File: src/rtl/tvm_pkg.sv
// Shared types and constants of the two-voice stereo sample mixer.
// No dependencies; used by the interfaces, the multiplier and the top level.
`timescale 1ns / 1ps

package tvm_pkg;

  // command codes
  localparam logic [1:0] CMD_LOAD    = 2'd0;
  localparam logic [1:0] CMD_TRIGGER = 2'd1;
  localparam logic [1:0] CMD_TICK    = 2'd2;

  // configuration register indexes
  localparam logic [2:0] REG_MASTER_GAIN   = 3'd0;
  localparam logic [2:0] REG_MUSIC_GAIN    = 3'd1;
  localparam logic [2:0] REG_EFFECT_GAIN   = 3'd2;
  localparam logic [2:0] REG_VOICE0_GAIN   = 3'd3;
  localparam logic [2:0] REG_VOICE1_GAIN   = 3'd4;
  localparam logic [2:0] REG_LOOP_MASK     = 3'd5;
  localparam logic [2:0] REG_VOICE0_LENGTH = 3'd6;
  localparam logic [2:0] REG_VOICE1_LENGTH = 3'd7;

  // gain limits, Q1.15
  localparam logic [15:0] GAIN_FLOOR = 16'd3;
  localparam logic [15:0] GAIN_ONE   = 16'd32768;

  // shared multiplier operand and product widths
  localparam int unsigned MUL_A_W = 33;
  localparam int unsigned MUL_B_W = 17;
  localparam int unsigned MUL_P_W = MUL_A_W + MUL_B_W;

  typedef struct packed {
    logic [1:0]         command;
    logic               voice_select;
    logic [11:0]        load_address;
    logic signed [15:0] load_left;
    logic signed [15:0] load_right;
  } tvm_in_t;

  typedef struct packed {
    logic signed [15:0] left_out;
    logic signed [15:0] right_out;
    logic [1:0]         playing_mask;
  } tvm_out_t;

  typedef struct packed {
    logic [2:0]  index;
    logic [15:0] data;
  } tvm_cfg_t;

endpackage

File: src/rtl/tvm_mul.sv
// Shared signed multiplier of the mixer, product registered.
// Depends on tvm_pkg for operand widths.
`timescale 1ns / 1ps

module tvm_mul (
  input  logic                                   clk_i,
  input  logic                                   en_i,
  input  logic signed [tvm_pkg::MUL_A_W-1:0]     op_a_i,
  input  logic signed [tvm_pkg::MUL_B_W-1:0]     op_b_i,
  output logic signed [tvm_pkg::MUL_P_W-1:0]     prod_o
);
  import tvm_pkg::*;

  logic signed [MUL_P_W-1:0] prod_q;

  always_ff @(posedge clk_i) begin
    if (en_i) begin
      prod_q <= op_a_i * op_b_i;
    end
  end

  assign prod_o = prod_q;

endmodule

File: config.mk
export PLATFORM = sky130hd
export DESIGN_NAME = tvm_mul
export DESIGN_NICKNAME = d
export VERILOG_FILES = /design/src/rtl/tvm_pkg.sv /design/src/rtl/tvm_mul.sv
export SDC_FILE = /design/constraint.sdc
export NUM_CORES = 2
export LEC_CHECK = 0
export ABC_AREA = 1
export BUFFER_PORTS_ARGS = -buffer_cell sky130_fd_sc_hd__buf_4
export CORE_MARGIN = 4
export CORE_UTILIZATION = 43
export CTS_BUF_LIST = sky130_fd_sc_hd__clkbuf_2 sky130_fd_sc_hd__clkbuf_4 sky130_fd_sc_hd__clkbuf_8
export DETAILED_ROUTE_END_ITERATION = 8
export GPL_TIMING_DRIVEN = 1
export PLACE_DENSITY = 0.65
export SLEW_MARGIN = 20
export SYNTH_ARGS = -nofsm -noshare
export SYNTH_HDL_FRONTEND = slang
export SYNTH_SLANG_ARGS = --single-unit
File: constraint.sdc
create_clock -name clk_i -period 15.5 [get_ports clk_i]
set_clock_uncertainty 0.1 [all_clocks]
set_input_delay 3.1 -clock clk_i [delete_from_list [all_inputs] [get_ports clk_i]]
set_output_delay 3.1 -clock clk_i [all_outputs]
set_load 0.05 [all_outputs]
==> results.py <==
metrics = {
    "min_path": {
        "min_path_cells": 3,
        "min_to": "prod_o[0]$_DFFE_PP_",
        "holdCritPathClass": "in -> reg",
        "hp-start": "op_a_i[0]",
    },
    "routing": {
        "wl_per_cell_um": 16.3,
        "vias_per_cell": 4.77,
        "drt_iter0_drc": 1072,
        "dr.pass1.iters": 6,
        "wl_um": 59400,
        "ant_nets": 0,
        "vias": 17400,
        "drc_errors": 0,
    },
    "worst_setup_path": {
        "required_ns": 15.50,
        "worst_setup_path_start_kind": "input port",
        "cp_slowest_stage_delay_ns": 0.70,
        "path_class": "in -> reg",
        "crit_path_max_fanout": 33,
        "path_cells": "buf_4, nand2_1, fa_1, inv_1, fa_1, inv_1, fa_1, fa_1, fa_1, fa_1, inv_1, ha_1, nand2_1, nor3_2, nand2_1, nor2_1, inv_1, nor2_1, nand2_1, nand4_1, nand2_1",
        "critical_path_arrival_ns": 8.68,
        "cp-end-kind": "flop",
        "slowest_stage": "fa_1",
        "cp_common_cell": "fa_1",
    },
    "synth": {
        "syn_avg_cell_area_um2": 7.65,
        "synth_fp_nets": 3681,
        "synth.top_cell.area_share_pct": 47.2,
        "synth.area.top_cells": "fa_1 47%, inv_1 15%, nand2_1 15%, edfxtp_1 6.6%, ha_1 6.4%",
        "synth.distinct_cells": 25,
        "synth-seq-area-share_pct": 6.60,
        "ys_seq_elements": 50,
        "syn_inst": 2976,
        "yosys_warnings": 0,
        "synth_ff_type": "edfxtp_1",
        "syn_area_um2": 22800,
        "synth-async-reset-ratio_pct": 0,
        "post-synth-top-count-cell": "inv_1",
        "synth.cells.most_frequent": "934 x inv_1, 924 x nand2_1, 536 x fa_1",
        "synth_enable_flop_cells": 50,
        "synth_area_leader_cell": "fa_1",
    },
    "clock_tree": {
        "root_buffer": "clkbuf_8",
        "ctsHtreeMaxLevel": 2,
        "clkSinkCount": 50,
        "ctsResizeCount": 0,
        "cts_buffer_depth": 2,
        "cts_tree": "done",
        "clk_pin_slew_worst_paths_ns": 0.11,
        "cts_inserted_buffers": 5,
        "postCtsSetupRepairBufs": 0,
        "ctsHoldBuffers": 0,
    },
    "sta": {
        "setup_ws_ns": 6.83,
        "setup_viol": 0,
        "grt_setup_unrepaired": "false",
        "fin_tns_setup_ns": 0,
        "max_slew_margin_pct": 48.5,
        "slew_viol_final": 0,
        "hold_viol_final": 0,
        "worst-slew-pin-transition_ns": 0.770,
        "fin_crit_sh_pct": 56.0,
        "fmaxAchievable_ghz": 0.115,
        "fin_crit_ns": 8.67,
    },
    "global_route": {
        "grt_usage_pct": 21.8,
        "grt_max_degree": 51,
        "overflow": 0,
        "antenna_found_initial": 0,
        "grt_pass1_wl_um": 98400,
        "grt_pass1_vias": 18800,
    },
    "final_layout": {
        "fill_cells": 5281,
        "nets": 3657,
        "drive_gt1_share_pct": 6.06,
        "utilization_pct": 45.7,
        "largest_reg_flops": 50,
        "seq_area_um2": 1500,
        "multi_input_area_um2": 17200,
        "syn_to_final_growth_pct": 5.36,
        "design_area_um2": 24000,
        "antenna_cells": 0,
    },
    "die": {
        "row_count": 84,
        "die_w_um": 238,
        "ios": 102,
        "start_util_pct": 43.4,
        "coreArea_um2": 52400,
        "die-area_um2": 56700,
        "die_h_um": 238,
    },
    "placement": {
        "pre_cts_ws_ns": 6.46,
        "gp_congestion": 0.928,
        "dpl_cell_area_um2": 23900,
        "dp_hpwl_um": 48700,
        "numPortBuffers": 101,
    },
    "run_status": {
        "status": "complete, no violations",
    },
    "job": {
        "drv_cap": 0,
    },
}
[cell usage in the layout, fill, tap and decap left out]
cell type | netlist | routed
xnor2_1 | 5 | 5
or2_2 | 7 | 7
clkbuf_8 | 0 | 5
nand2_1 | 924 | 924
nand3b_1 | 1 | 1
a21oi_2 | 1 | 1
o21bai_1 | 4 | 4
inv_1 | 934 | 934
fa_1 | 536 | 536
nor2_1 | 76 | 76
nor2_2 | 14 | 14
buf_4 | 0 | 102
a21oi_1 | 32 | 32
inv_6 | 0 | 1
nand3_1 | 47 | 47
nand4_1 | 18 | 18
nor2_4 | 7 | 7
nand2_2 | 21 | 21
nor3_1 | 5 | 5
edfxtp_1 | 50 | 50
ha_1 | 117 | 117
nand3_2 | 1 | 1
xor2_1 | 21 | 21
o21ai_0 | 4 | 4
nor3_2 | 9 | 9
clkinvlp_4 | 0 | 2
inv_2 | 9 | 9
[worst max path at each step]
stage	from	endpoint	slack, ns	cells after the start
global placement	op_b_i[5]	prod_o[46]$_DFFE_PP_	6.49	19
detailed placement	op_b_i[5]	prod_o[48]$_DFFE_PP_	6.46	21
CTS	op_b_i[5]	prod_o[48]$_DFFE_PP_	6.83	21
global route	op_b_i[5]	prod_o[48]$_DFFE_PP_	6.48	21
finish	op_b_i[5]	prod_o[48]$_DFFE_PP_	6.83	21
floorplan	op_a_i[32]	prod_o[48]$_DFFE_PP_	6.83	24
[cell type report]
class	count	share of cell area, %
multi-input combinational	1850	71.8
inverter	943	14.8
sequential	50	6.26
tap	688	3.59
timing repair buffer	102	3.19
clock buffer	5	0.287
clock inverter	3	0.0991
[per-layer routing]
metal | vias to the layer above | part of all wire, % | GRT usage (%)
met5 | - | 0 | 0
met4 | 0 | 2.7 | 5.22
met3 | 107 | 4.8 | 1.42
met2 | 484 | 52 | 40.4
met1 | 8657 | 41 | 28.1
li1 | 8134 | - | -
[cells by family (layout without fill, tap and decap cells)]
family	count (synthesis)	count (layout)	share of synthesized area, %
xor+xnor	26	26	1.00
buf+inv	1076	1053	17.7
simple gates	1130	1130	20.1
fa+ha+maj	653	653	53.6
compound gates	41	41	0.962
flops	50	50	6.60
[per-stage QoR]
step | hold slack [ns] | instances
finish | 3.13 | 3641
global route | 3.16 | 3641
CTS | 3.12 | 3641
detailed placement | 3.46 | 3633
global placement | 3.45 | 3633
floorplan | 3.11 | 2976
[worst max-delay path: cells and delay by family]
kind	cells	cell delay (ns)
buffers and inverters	5	0.73
AND/OR/NAND/NOR	9	1.14
adder cells (fa/ha/maj)	7	3.66
Power is left out: the tool's default activity adds up to more than one toggle a clock period on the data nets, which glitch-free logic cannot reach.
